**src/dbsu_pkg.sv**
```systemverilog
// ----------------------------------------------------------------------------
// dbsu_pkg
// Shared types and constants for the debug breakpoint and step unit.
// ----------------------------------------------------------------------------
package dbsu_pkg;

    typedef enum logic [3:0] {
        ACT_EXEC        = 4'd0,
        ACT_RECHECK     = 4'd1,
        ACT_RUN         = 4'd2,
        ACT_STOP        = 4'd3,
        ACT_STEP_IN     = 4'd4,
        ACT_STEP_OVER   = 4'd5,
        ACT_STEP_OUT    = 4'd6,
        ACT_ADD         = 4'd7,
        ACT_REMOVE      = 4'd8,
        ACT_CLEAR       = 4'd9,
        ACT_EXCP_MODE   = 4'd10,
        ACT_EXCEPTION   = 4'd11,
        ACT_READ_STATUS = 4'd12,
        ACT_DONE        = 4'd13
    } action_t;

    typedef enum logic [1:0] {
        RESP_OK   = 2'd0,
        RESP_FAIL = 2'd1,
        RESP_BUSY = 2'd2
    } resp_t;

    typedef enum logic [5:0] {
        ST_IDLE     = 6'b000001,
        ST_SCAN_RD  = 6'b000010,
        ST_SCAN_CMP = 6'b000100,
        ST_MV_RD    = 6'b001000,
        ST_MV_WR    = 6'b010000,
        ST_FIN      = 6'b100000
    } state_t;

    typedef struct packed {
        logic [31:0] pc;
        logic [31:0] method;
    } bkp_entry_t;

    // status byte bits
    localparam logic [7:0] STS_STOP     = 8'h01;
    localparam logic [7:0] STS_STOP_SET = 8'h02;
    localparam logic [7:0] STS_STEP_IN  = 8'h04;
    localparam logic [7:0] STS_STEP_OV  = 8'h08;
    localparam logic [7:0] STS_STEP_OUT = 8'h10;
    localparam logic [7:0] STS_EXCP     = 8'h20;
    localparam logic [7:0] STS_EXCP_EN  = 8'h40;
    localparam logic [7:0] STS_DONE     = 8'h80;
    localparam logic [7:0] STS_STEPS    = STS_STEP_IN | STS_STEP_OV | STS_STEP_OUT;
    localparam logic [7:0] STS_RESET    = STS_STOP;

endpackage

```
**src/debug_breakpoint_step_unit.sv**
```systemverilog
// ----------------------------------------------------------------------------
// debug_breakpoint_step_unit
// Debug halt unit: breakpoint table, status byte and single-step tracking.
// ----------------------------------------------------------------------------
// Usage:
//   Input channel (in_valid / in_stall) carries one word per executed
//   instruction, recheck, core exception or debugger command. Output channel
//   (out_valid / out_stall) returns one word per input: halt, resp_code and
//   status_byte.
//   The breakpoint table is a small memory scanned one entry at a time, with
//   a read state and a compare state per entry, by a single (method, pc)
//   comparator under the sequencer. A scan ends at the first hit or after
//   all n entries; a remove that hits entry k then moves the last entry
//   into its place through a move read and a move write state. Exec scans
//   only while not stopped; add scans while the table is not full, remove
//   while it is not empty.
//   One item is in work at a time; in_stall stays high until the result is
//   loaded into the output register, so the next word is taken while the
//   previous result still waits there.
//   If out_stall holds the output register full, the sequencer waits in its
//   final state and state is committed only when the result is loaded.
//   Reset: status reads stop only, table empty, step bound zero; table
//   entries and the step start point hold no defined value until written.
// ----------------------------------------------------------------------------
module debug_breakpoint_step_unit #(
    parameter int MAX_BREAKPOINTS = 8
) (
    input  logic        clk,
    input  logic        rst_n,
    input  logic        in_valid,
    output logic        in_stall,
    input  logic [3:0]  action,
    input  logic [31:0] pc,
    input  logic [31:0] method_id,
    input  logic [31:0] stack_ptr,
    input  logic [31:0] step_length,
    input  logic        enable_bit,
    input  logic        frame_valid,
    output logic        out_valid,
    input  logic        out_stall,
    output logic        halt,
    output logic [1:0]  resp_code,
    output logic [7:0]  status_byte
);

    localparam int CNT_W = $clog2(MAX_BREAKPOINTS + 1);
    localparam int IDX_W = (MAX_BREAKPOINTS > 1) ? $clog2(MAX_BREAKPOINTS) : 1;
    localparam logic [CNT_W-1:0] CNT_MAX = CNT_W'(MAX_BREAKPOINTS);

    dbsu_pkg::state_t state_reg, state_next;

    // captured item
    logic [3:0]  act_reg;
    logic [31:0] pc_reg;
    logic [31:0] mid_reg;
    logic [31:0] sp_reg;
    logic [31:0] len_reg;
    logic        en_reg;
    logic        fv_reg;

    logic [7:0]       status_reg, status_next;
    logic [CNT_W-1:0] cnt_reg, cnt_next;
    logic [CNT_W-1:0] idx_reg, idx_next;
    logic [IDX_W-1:0] hit_idx_reg, hit_idx_next;
    logic             hit_reg, hit_next;
    logic [31:0]      start_pc_reg, start_sp_reg, start_mid_reg;
    logic [31:0]      bound_reg;

    logic        out_valid_reg, out_valid_next;
    logic        halt_reg;
    logic [1:0]  resp_reg;
    logic [7:0]  sts_out_reg;

    // breakpoint memory
    dbsu_pkg::bkp_entry_t mem [MAX_BREAKPOINTS];
    dbsu_pkg::bkp_entry_t rd_reg;
    dbsu_pkg::bkp_entry_t wr_data;
    logic [IDX_W-1:0]     rd_addr, wr_addr;
    logic                 wr_en;

    logic             accept;
    logic             out_free;
    logic             commit;
    logic             need_scan;
    logic             entry_match;
    logic [CNT_W-1:0] cnt_last;

    // finish-state results
    logic [7:0]  f;
    logic [7:0]  f2;
    logic [7:0]  shown;
    logic [7:0]  step_bit;
    logic        run_rule;
    logic        halt_v;
    logic [1:0]  resp_v;
    logic        load_start;
    logic        load_bound;
    logic        ended;
    logic        left_rng;
    logic [31:0] pc_diff;

    assign accept   = in_valid && !in_stall;
    assign in_stall = (state_reg != dbsu_pkg::ST_IDLE);
    assign out_free = !out_valid_reg || !out_stall;
    assign commit   = (state_reg == dbsu_pkg::ST_FIN) && out_free;
    assign cnt_last = cnt_reg - CNT_W'(1);

    assign entry_match = (rd_reg.method == mid_reg) && (rd_reg.pc == pc_reg);

    always_comb
    begin
        need_scan = 1'b0;
        case (action)
            dbsu_pkg::ACT_EXEC:   need_scan = !status_reg[0];
            dbsu_pkg::ACT_ADD:    need_scan = (cnt_reg < CNT_MAX);
            dbsu_pkg::ACT_REMOVE: need_scan = (cnt_reg != '0);
            default:              need_scan = 1'b0;
        endcase
    end

    // ---------------- sequencer ----------------
    always_comb
    begin
        state_next   = state_reg;
        idx_next     = idx_reg;
        hit_next     = hit_reg;
        hit_idx_next = hit_idx_reg;
        rd_addr      = idx_reg[IDX_W-1:0];
        case (state_reg)
            dbsu_pkg::ST_IDLE:
            begin
                if (accept)
                begin
                    idx_next   = '0;
                    hit_next   = 1'b0;
                    state_next = need_scan ? dbsu_pkg::ST_SCAN_RD : dbsu_pkg::ST_FIN;
                end
            end
            dbsu_pkg::ST_SCAN_RD:
            begin
                if (idx_reg == cnt_reg)
                    state_next = dbsu_pkg::ST_FIN;
                else
                    state_next = dbsu_pkg::ST_SCAN_CMP;
            end
            dbsu_pkg::ST_SCAN_CMP:
            begin
                if (entry_match)
                begin
                    hit_next     = 1'b1;
                    hit_idx_next = idx_reg[IDX_W-1:0];
                    state_next   = (act_reg == dbsu_pkg::ACT_REMOVE) ?
                                   dbsu_pkg::ST_MV_RD : dbsu_pkg::ST_FIN;
                end
                else
                begin
                    idx_next   = idx_reg + CNT_W'(1);
                    state_next = dbsu_pkg::ST_SCAN_RD;
                end
            end
            dbsu_pkg::ST_MV_RD:
            begin
                rd_addr    = cnt_last[IDX_W-1:0];
                state_next = dbsu_pkg::ST_MV_WR;
            end
            dbsu_pkg::ST_MV_WR:
            begin
                state_next = dbsu_pkg::ST_FIN;
            end
            dbsu_pkg::ST_FIN:
            begin
                if (out_free)
                    state_next = dbsu_pkg::ST_IDLE;
            end
            default:
            begin
                state_next = dbsu_pkg::ST_IDLE;
            end
        endcase
    end

    // ---------------- finish: command decode and halt rule ----------------
    always_comb
    begin
        f          = status_reg;
        f2         = status_reg;
        shown      = status_reg;
        step_bit   = '0;
        run_rule   = 1'b0;
        halt_v     = 1'b0;
        resp_v     = dbsu_pkg::RESP_OK;
        load_start = 1'b0;
        load_bound = 1'b0;
        cnt_next   = cnt_reg;

        case (act_reg)
            dbsu_pkg::ACT_EXEC:
            begin
                if (hit_reg)
                    f = f | dbsu_pkg::STS_STOP | dbsu_pkg::STS_STOP_SET;
                run_rule = 1'b1;
            end
            dbsu_pkg::ACT_RECHECK:
            begin
                run_rule = 1'b1;
            end
            dbsu_pkg::ACT_RUN:
            begin
                f = f & ~(dbsu_pkg::STS_STOP | dbsu_pkg::STS_STOP_SET |
                          dbsu_pkg::STS_STEPS | dbsu_pkg::STS_EXCP);
            end
            dbsu_pkg::ACT_STOP:
            begin
                f = (f & ~(dbsu_pkg::STS_STOP_SET | dbsu_pkg::STS_STEPS |
                           dbsu_pkg::STS_EXCP)) | dbsu_pkg::STS_STOP;
            end
            dbsu_pkg::ACT_STEP_IN, dbsu_pkg::ACT_STEP_OVER, dbsu_pkg::ACT_STEP_OUT:
            begin
                if (!status_reg[0] ||
                    (act_reg != dbsu_pkg::ACT_STEP_OUT && len_reg == '0))
                    resp_v = dbsu_pkg::RESP_BUSY;
                else if (!fv_reg)
                    resp_v = dbsu_pkg::RESP_FAIL;
                else
                begin
                    load_start = 1'b1;
                    load_bound = (act_reg != dbsu_pkg::ACT_STEP_OUT);
                    if (act_reg == dbsu_pkg::ACT_STEP_IN)
                        step_bit = dbsu_pkg::STS_STEP_IN;
                    else if (act_reg == dbsu_pkg::ACT_STEP_OVER)
                        step_bit = dbsu_pkg::STS_STEP_OV;
                    else
                        step_bit = dbsu_pkg::STS_STEP_OUT;
                    f = (f & ~(dbsu_pkg::STS_STOP_SET | dbsu_pkg::STS_STEPS |
                               dbsu_pkg::STS_EXCP)) | step_bit;
                end
            end
            dbsu_pkg::ACT_ADD:
            begin
                if (cnt_reg >= CNT_MAX)
                    resp_v = dbsu_pkg::RESP_FAIL;
                else if (!hit_reg)
                    cnt_next = cnt_reg + CNT_W'(1);
            end
            dbsu_pkg::ACT_REMOVE:
            begin
                if (cnt_reg == '0)
                    resp_v = dbsu_pkg::RESP_FAIL;
                else if (hit_reg)
                    cnt_next = cnt_last;
            end
            dbsu_pkg::ACT_CLEAR:
            begin
                cnt_next = '0;
            end
            dbsu_pkg::ACT_EXCP_MODE:
            begin
                if (en_reg)
                    f = f | dbsu_pkg::STS_EXCP_EN;
                else
                    f = f & ~dbsu_pkg::STS_EXCP_EN;
            end
            dbsu_pkg::ACT_EXCEPTION:
            begin
                // stop is set here and an exception starts no scan, so the breakpoint test never fires
                f = (f & ~dbsu_pkg::STS_STEPS) | dbsu_pkg::STS_STOP |
                    dbsu_pkg::STS_STOP_SET | dbsu_pkg::STS_EXCP;
                run_rule = 1'b1;
            end
            dbsu_pkg::ACT_READ_STATUS:
            begin
                if ((status_reg & dbsu_pkg::STS_STEPS) != '0)
                    shown = status_reg & ~(dbsu_pkg::STS_STOP_SET | dbsu_pkg::STS_STOP);
                if (shown[1])
                    f = f & ~dbsu_pkg::STS_STOP_SET;
            end
            dbsu_pkg::ACT_DONE:
            begin
                f = f | dbsu_pkg::STS_DONE;
            end
            default:
            begin
                resp_v = dbsu_pkg::RESP_FAIL;
            end
        endcase

        // step range check against the stored start point
        pc_diff  = pc_reg - start_pc_reg;
        left_rng = (mid_reg != start_mid_reg) || (pc_diff >= bound_reg) ||
                   (pc_reg <= start_pc_reg);
        if (f[2])
        begin
            step_bit = dbsu_pkg::STS_STEP_IN;
            ended    = left_rng;
        end
        else if (f[3])
        begin
            step_bit = dbsu_pkg::STS_STEP_OV;
            ended    = (sp_reg <= start_sp_reg) && left_rng;
        end
        else
        begin
            step_bit = dbsu_pkg::STS_STEP_OUT;
            ended    = (sp_reg < start_sp_reg);
        end

        if (run_rule)
        begin
            if ((f & dbsu_pkg::STS_STEPS) == '0)
                halt_v = f[0] || f[5];
            else if (f[0])
            begin
                // step pending while stopped: release the core
                f = f & ~(dbsu_pkg::STS_STOP | dbsu_pkg::STS_STOP_SET);
            end
            else if (ended)
            begin
                f2 = (f & ~step_bit) | dbsu_pkg::STS_STOP | dbsu_pkg::STS_STOP_SET;
                if ((f2 & dbsu_pkg::STS_STEPS) != '0)
                    f = f2 & ~(dbsu_pkg::STS_STOP | dbsu_pkg::STS_STOP_SET);
                else
                begin
                    f      = f2;
                    halt_v = 1'b1;
                end
            end
        end

        if (act_reg != dbsu_pkg::ACT_READ_STATUS)
            shown = f;
        status_next = f;
    end

    // ---------------- memory port control ----------------
    always_comb
    begin
        wr_en   = 1'b0;
        wr_addr = cnt_reg[IDX_W-1:0];
        wr_data = '{pc: pc_reg, method: mid_reg};
        if (state_reg == dbsu_pkg::ST_MV_WR)
        begin
            wr_en   = 1'b1;
            wr_addr = hit_idx_reg;
            wr_data = rd_reg;
        end
        else if (commit && act_reg == dbsu_pkg::ACT_ADD && cnt_reg < CNT_MAX && !hit_reg)
        begin
            wr_en = 1'b1;
        end
    end

    always_ff @(posedge clk)
    begin
        if (wr_en)
            mem[wr_addr] <= wr_data;
        rd_reg <= mem[rd_addr];
    end

    // ---------------- output register ----------------
    always_comb
    begin
        if (commit)
            out_valid_next = 1'b1;
        else if (!out_stall)
            out_valid_next = 1'b0;
        else
            out_valid_next = out_valid_reg;
    end

    // ---------------- control registers ----------------
    always_ff @(posedge clk or negedge rst_n)
    begin
        if (!rst_n)
        begin
            state_reg     <= dbsu_pkg::ST_IDLE;
            status_reg    <= dbsu_pkg::STS_RESET;
            cnt_reg       <= '0;
            idx_reg       <= '0;
            hit_reg       <= 1'b0;
            bound_reg     <= '0;
            out_valid_reg <= 1'b0;
        end
        else
        begin
            state_reg     <= state_next;
            idx_reg       <= idx_next;
            hit_reg       <= hit_next;
            out_valid_reg <= out_valid_next;
            if (commit)
            begin
                status_reg <= status_next;
                cnt_reg    <= cnt_next;
                if (load_bound)
                    bound_reg <= len_reg;
            end
        end
    end

    // ---------------- payload registers ----------------
    always_ff @(posedge clk)
    begin
        hit_idx_reg <= hit_idx_next;
        if (accept)
        begin
            act_reg <= action;
            pc_reg  <= pc;
            mid_reg <= method_id;
            sp_reg  <= stack_ptr;
            len_reg <= step_length;
            en_reg  <= enable_bit;
            fv_reg  <= frame_valid;
        end
        if (commit)
        begin
            halt_reg    <= halt_v;
            resp_reg    <= resp_v;
            sts_out_reg <= shown;
            if (load_start)
            begin
                start_pc_reg  <= pc_reg;
                start_sp_reg  <= sp_reg;
                start_mid_reg <= mid_reg;
            end
        end
    end

    assign out_valid   = out_valid_reg;
    assign halt        = halt_reg;
    assign resp_code   = resp_reg;
    assign status_byte = sts_out_reg;

    // ---------------- assertions ----------------
    a_cnt_bound: assert property (@(posedge clk) disable iff (!rst_n)
        cnt_reg <= CNT_MAX)
        else $error("breakpoint count above table size");

    a_one_step: assert property (@(posedge clk) disable iff (!rst_n)
        $onehot0(status_reg[4:2]))
        else $error("more than one step mode active");

    a_accept_busy: assert property (@(posedge clk) disable iff (!rst_n)
        accept |=> state_reg != dbsu_pkg::ST_IDLE)
        else $error("sequencer did not start on accepted word");

    a_halt_ok: assert property (@(posedge clk) disable iff (!rst_n)
        (out_valid && halt) |-> resp_code == dbsu_pkg::RESP_OK)
        else $error("halt with non-ok response");

    a_load_idle: assert property (@(posedge clk) disable iff (!rst_n)
        commit |=> (state_reg == dbsu_pkg::ST_IDLE) && out_valid_reg)
        else $error("result load did not return to idle");

endmodule

```
**config.mk**
```make
export PLATFORM = sky130hd
export DESIGN_NAME = debug_breakpoint_step_unit
export DESIGN_NICKNAME = d
export VERILOG_FILES = /design/src/dbsu_pkg.sv /design/src/debug_breakpoint_step_unit.sv
export SDC_FILE = /design/constraint.sdc
export NUM_CORES = 1
export LEC_CHECK = 0
export ABC_CLOCK_PERIOD_IN_PS = 12200
export BUFFER_PORTS_ARGS = -buffer_cell sky130_fd_sc_hd__buf_2
export CAP_MARGIN = 20
export CORE_MARGIN = 1.5
export CORE_UTILIZATION = 30
export DETAILED_ROUTE_END_ITERATION = 16
export PLACE_DENSITY = 0.54
export SKIP_LAST_GASP = 1
export SLEW_MARGIN = 20
export SYNTH_ARGS = -nofsm -noshare
export SYNTH_HDL_FRONTEND = slang
export SYNTH_SLANG_ARGS = --single-unit
```
**constraint.sdc**
```tcl
create_clock -name clk -period 12.2 [get_ports clk]
set_input_delay 1.22 -clock clk [delete_from_list [all_inputs] [get_ports clk]]
set_output_delay 1.22 -clock clk [all_outputs]
set_load 0.05 [all_outputs]
```
==> qor.txt, run 1 <==
Final hold vios -> 0
Sw Ratio -> 0.2563
Multi-input logic area -> 10,550 um^2
Synth Register Bits -> 876
Crit path cell chain -> ha_1 -> nor2b_1 -> o21ai_0 -> nand2_1 -> a221oi_1 -> o31a_1 -> a21oi_1 -> o21a_1 -> a211oi_1 -> a21oi_1 -> xor2_1 -> ha_1 -> o21ai_0 -> nor2_1 -> or4_1 -> a2111oi_0 -> o211ai_1 -> nor3_2 -> a21o_1 -> a21oi_4 -> a22oi_1 -> a21oi_1
Clock Skews -> 0.02120 ns
Nets -> 3,429
Final period util -> 0.4882
DP HPWL -> 58,430 um
Chip width -> 352.9 um
CP required -> 12.60 ns
Fin util -> 0.3495
CTS resizes -> 0
Syn avg cell area -> 12.04 um^2
Initial antenna violation count -> 9
Slowest stage delay, CP -> 0.54 ns
Slew at the pin with the worst max-slew slack -> 1.050 ns
Final setup violation count -> 0
Total area of sequential cells -> 25,390 um^2
Setup crit end kind -> flip-flop
GPL Wtd Cong -> 0.8306
Min Tclk post-route -> 5.956 ns
Worst ir drop on vdd -> 0.09783 mV
Number of synthesized flops with an enable pin -> 756
RSZ-0062 raised after global routing -> false
Row cnt -> 128
DRT Wirelength -> 95,560 um
Sequential area share after synthesis -> 0.6913
1st-iter DRT viols -> 1,606
Main flop type after synthesis -> edfxtp_1
Area delta synth->final -> 15.68%
Die height -> 352.9 um
Async set or reset register ratio after synthesis -> 0.06393
Clock slew at reported path FFs -> 0.06 ns
PD cells -> 174.3 nW/um^2
Cell variety after synth -> 81
Pin count of the biggest net entering global routing -> 183
Highest clock rate -> 167.9 MHz
Postcts setup bufs -> 0
IO Pins -> 151
Post-DR wirelength/cell -> 19.54 um
Max FO, Critical Path -> 6
DR vias -> 23,013
Port Buf Inserts -> 150
Crit path DAT -> 6.35 ns
Via-to-Cell Ratio -> 4.706
Core Box Area -> 121,600 um^2
Rel. slew slack -> 0.3003
Pleak -> 15.97 nW
Mapped Cells -> 3,050
CP max-delay cell -> a221oi_1
Number of global-route vias before repair -> 22,519
Grt peak-use layer -> met2
Filler cells -> 11,859
Comb pwr share -> 0.118
H-Tree Depth -> 3
Crit start category -> flip-flop
CTS root buf -> clkbuf_16
Number of synthesis warnings -> 0
Remaining Overflow, GRT -> 0
Met2 Use GR -> 0.2545
Largest register FFs -> 512
Layout cells sized above 1 -> 0.1125
Net Sw Power -> 1.898 mW
Clock Power Share -> 0.385
Mapped cell area -> 36,720 um^2
CTS Hold Buffers Added -> 0
First-pass GRT wire length -> 145,300 um
Starting Density -> 0.3021
GRT Resource Usage Total -> 0.1522
CTS max path bufs -> 3
Met1 Use GR -> 0.2062
Cell taking the most area after synthesis -> edfxtp_1
Synth cell count leaders -> 845 x nand2_1, 756 x edfxtp_1, 341 x nand3_1
Share of Yosys cell area claimed by the top area cell type -> 0.6182
PnR Total Power -> 7.403 mW
# DRC -> 0
Crit path kind -> reg -> reg
Critical Path Most Common Cell -> a21oi_1
Setup tns final -> 0 ns
Internal power -> 5.506 mW
Router iterations before antenna repair -> 5
Seq pwr share -> 0.497
Die area -> 124,500 um^2
Most common cell in the synthesized netlist -> nand2_1
Fin. max-slew vios -> 0
Clock buffer count from CTS -> 88
Tightest Hold Check Type -> reg -> reg
Met3 usage -> 0.01922
Area contributors post-synth -> edfxtp_1 62%, nand2_1 8.6%, nand3_1 4.6%, dfrtp_1 3.7%, dfxtp_1 3.5%
Mapped Nets -> 3,289
Clock Latency Late Sink -> 0.66 ns
Number of max-cap violations -> 0
Remaining antenna violation count after routing -> 0
Status -> finished, final reports clean
CTS tree -> built
CTS sink cnt -> 876
[critical path: cells and delay by family (launching register included)]
kind | cells | cell delay (ns)
compound gates | 14 | 3.14
simple gates | 5 | 1.25
flops | 1 | 0.50
fa+ha+maj | 2 | 0.64
xor+xnor | 1 | 0.17
[logic make-up after synthesis]
logic type,Yosys count,share of synthesized area
multiplexers,7,0.002112
AO/OA/AOI/OAI,303,0.05152
adder cells (fa/ha/maj),102,0.03489
flip-flops,876,0.6913
buffers and inverters,243,0.02491
AND/OR/NAND/NOR,1387,0.1638
XOR/XNOR,132,0.03148
[path summary, 6_finish.rpt]
kind                           start         endpoint  slack, ns  cells past startpoint
setup / recovery           pc_reg[1]   status_byte[1]       6.24                     22
hold / removal             sp_reg[0]  start_sp_reg[0]       0.46                      0
setup reg to reg           pc_reg[1]   status_byte[1]       6.24                     22
hold reg to reg            sp_reg[0]  start_sp_reg[0]       0.46                      0
max in group asynchronous      rst_n    bound_reg[28]      10.95                      2
min in group asynchronous      rst_n    status_reg[6]       0.71                      2
[power by group through the flow]
stage	Combinational [mW]	Sequential, mW	Clock (mW)
2_1_floorplan	0.582	3.70	0
3_3_place_gp	0.866	3.74	0
3_5_place_dp	0.876	3.74	0
4_1_cts	0.880	3.68	2.92
5_1_grt	0.982	3.70	3.03
6_report	0.873	3.68	2.85
[placed cells by master (no fill, tap or decap), types with 12 or more instances in the layout]
master,count
a21o_1,22
a21oi_1,52
a31oi_1,12
buf_2,150
buf_4,29
bufinv_16,13
clkbuf_1,13
clkbuf_16,89
clkinv_2,21
dfrtp_1,54
dfxtp_1,64
edfxtp_1,756
ha_1,100
inv_1,109
nand2_1,845
nand2b_1,13
nand3_1,341
nand4_1,35
nor2_1,55
nor3_1,14
nor4_1,27
o21ai_0,129
xnor2_1,89
xor2_1,43
[per-layer routing]
metal | vias to the layer above | part of all wire
li1 | 11121 | -
met3 | 134 | 0.041
met2 | 490 | 0.48
met1 | 11258 | 0.45
met4 | 10 | 0.024
met5 | - | 0.00065
[metrics by stage]
step	cells	setup WS [ns]	cell area [um^2]	hold WS, ns
floorplan	3050	0.6105	36720	0.4264
global placement	4724	6.353	39390	0.4396
detailed placement	4725	6.216	39410	0.4453
CTS	4888	6.182	42470	0.4617
global route	4888	5.790	42470	0.4685
finish	4890	6.244	42480	0.4587
[final cells by class]
| cell class | count | area share |
|---|---|---|
| clock buffer | 113 | 0.05714 |
| sequential | 876 | 0.5976 |
| tap | 1625 | 0.04786 |
| clock inverter | 50 | 0.01487 |
| timing repair buffer | 182 | 0.02421 |
| inverter | 111 | 0.009809 |
| multi-input combinational | 1931 | 0.2483 |
| antenna | 2 | 0.0001178 |
(Power assumes the default switching activity.)
==> inputs of run 2 (changes only) <==
- ABC_CLOCK_PERIOD_IN_PS: 12200 -> 6000
- clock period: 12.2 -> 6 ns (I/O delays scaled with it)
==> run 2 against run 1 <==
  * Critical path depth rose by 4
  * Register-to-register slack got worse by 5.8 ns
  * Clock skew rose by 0.0023 ns
  * Critical path type unchanged
  * Largest cell class unchanged
==> qor.txt, run 2 (synthesized netlist as in run 1, its figures left out) <==
Status -> finished, final reports clean
Tightest Hold Check Type -> in -> async
Slew at the pin with the worst max-slew slack -> 1.116 ns
Number of max-cap violations -> 0
Setup crit end kind -> flip-flop
Remaining Overflow, GRT -> 0
RSZ-0062 raised after global routing -> false
CP endpoint -> status_byte[1]
Fin. max-slew vios -> 0
Total area of sequential cells -> 25,390 um^2
Clock slew at reported path FFs -> 0.07 ns
Worst ir drop on vdd -> 0.2627 mV
Clock Skews -> 0.02353 ns
Area delta synth->final -> 16.29%
Pin count of the biggest net entering global routing -> 193
Port Buf Inserts -> 150
CP required -> 6.40 ns
PD cells -> 350.7 nW/um^2
R2R Setup Slk -> 0.45 ns
Net Sw Power -> 3.890 mW
Clock buffer count from CTS -> 91
Commonest non-fill, non-tap cell in the layout -> nand2_1
Final hold vios -> 0
Internal power -> 11.09 mW
Critical R2R Capture -> status_byte[1]
DRT Wirelength -> 94,610 um
Crit start category -> flip-flop
DP HPWL -> 57,190 um
Core Box Area -> 121,600 um^2
CTS tree -> built
CTS sink cnt -> 876
Ant diodes -> 0
Rel. slew slack -> 0.2480
Number of global-route vias before repair -> 22,470
Highest clock rate -> 180.3 MHz
Comb pwr share -> 0.120
Pleak -> 16.03 nW
Die height -> 352.9 um
Seq pwr share -> 0.499
DR vias -> 23,123
Die area -> 124,500 um^2
IO Pins -> 151
1st-iter DRT viols -> 1,551
Worst R2R Start -> pc_reg[0]
Nets -> 3,440
GRT Resource Usage Total -> 0.1495
Starting Density -> 0.3021
Crit path DAT -> 5.95 ns
Remaining antenna violation count after routing -> 0
Final setup violation count -> 0
GPL Wtd Cong -> 0.8121
# DRC -> 0
Worst Setup SP -> pc_reg[0]
Multi-input logic area -> 10,590 um^2
Largest register FFs -> 512
First-pass GRT wire length -> 143,100 um
Min Tclk post-route -> 5.547 ns
Via-to-Cell Ratio -> 4.715
Chip width -> 352.9 um
H-Tree Depth -> 3
Layout cells sized above 1 -> 0.1156
Most frequent cells in the layout -> 845 x nand2_1, 756 x edfxtp_1, 340 x nand3_1, 150 x buf_2, 127 x o21ai_0
CTS root buf -> clkbuf_16
PnR Total Power -> 14.98 mW
Row cnt -> 128
Setup tns final -> 0 ns
Router iterations before antenna repair -> 5
Clock Latency Late Sink -> 0.66 ns
Max FO, Critical Path -> 6
Post-DR wirelength/cell -> 19.29 um
Clock Power Share -> 0.381
Filler cells -> 11,870
Initial antenna violation count -> 10
R2R cell count -> 26
Crit path kind -> reg -> reg
Final period util -> 0.9245
Sw Ratio -> 0.2597
CTS max path bufs -> 3
==> run 2: timing repair <==
| item | CTS | global route |
|---|---|---|
| endpoints found under the setup margin | 0 | 11 |
| hold buffers | 0 | 0 |
| resized for setup | 0 | 9 |
| setup buffers | 0 | 1 |
==> run 2: how the worst min path moves through the flow <==
stage / to / slack (ns)
3_3_place_gp: start_sp_reg[0] / 0.44
5_1_grt: len_reg[4] / 0.09
2_1_floorplan: bound_reg[0] / 0.30
3_5_place_dp: start_sp_reg[21] / 0.44
4_1_cts: mid_reg[6] / 0.07
6_report: hit_reg / 0.11
==> run 2: worst max-delay path, stage by stage (launching register included) <==
cell and delay (ns):
edfxtp_1 0.42, inv_1 0.10, ha_1 0.17, inv_1 0.05, fa_1 0.43, a211oi_2 0.33
o21ai_1 0.16, nand3_1 0.16, nand3_2 0.15, a31oi_4 0.24, nor3_1 0.10, o21ai_1 0.14
nand2b_1 0.07, a21oi_1 0.17, xnor2_1 0.15, ha_1 0.26, o21ai_0 0.15, nor2_1 0.05
or4_1 0.53, a2111oi_2 0.36, o211ai_1 0.15, nor3_2 0.20, buf_4 0.17, a21o_1 0.16
a21oi_4 0.09, a22oi_1 0.21, a21oi_1 0.11
==> run 2: metrics by stage <==
step,cells,area (um^2),setup WS (ns),hold slack (ns),utilization
2_1_floorplan,3050,36740,0.01081,0.3044,-
3_3_place_gp,4731,39610,0.1978,0.4369,0.3258
3_5_place_dp,4731,39610,0.1259,0.4402,0.3258
4_1_cts,4902,42630,0.06926,0.06872,0.3507
5_1_grt,4904,42700,0.07500,0.09299,0.3513
6_report,4904,42700,0.4530,0.1131,0.3513
==> run 2: cell type report <==
type | instances | share of cell area
Timing Repair Buffer | 190 | 0.02918
Sequential cell | 876 | 0.5945
Multi-Input combinational cell | 1931 | 0.2481
Tap cell | 1625 | 0.04761
Inverter | 111 | 0.009757
Clock buffer | 110 | 0.05743
Clock inverter | 61 | 0.01345
==> run 2: power groups by stage <==
stage	Combinational [mW]	Clock, mW	Sequential (mW)
2_1_floorplan	1.19	0	7.50
3_3_place_gp	1.78	0	7.60
3_5_place_dp	1.80	0	7.60
4_1_cts	1.81	5.86	7.48
5_1_grt	2.02	6.06	7.51
6_report	1.79	5.71	7.47
==> run 2: routing by layer <==
layer / track usage / vias up / wire length, um
met4: 0.04216 / 20 / 1933
li1: - / 11158 / -
met2: 0.2472 / 470 / 44980
met5: 0 / - / 130
met1: 0.2028 / 11364 / 43240
met3: 0.02382 / 111 / 4320
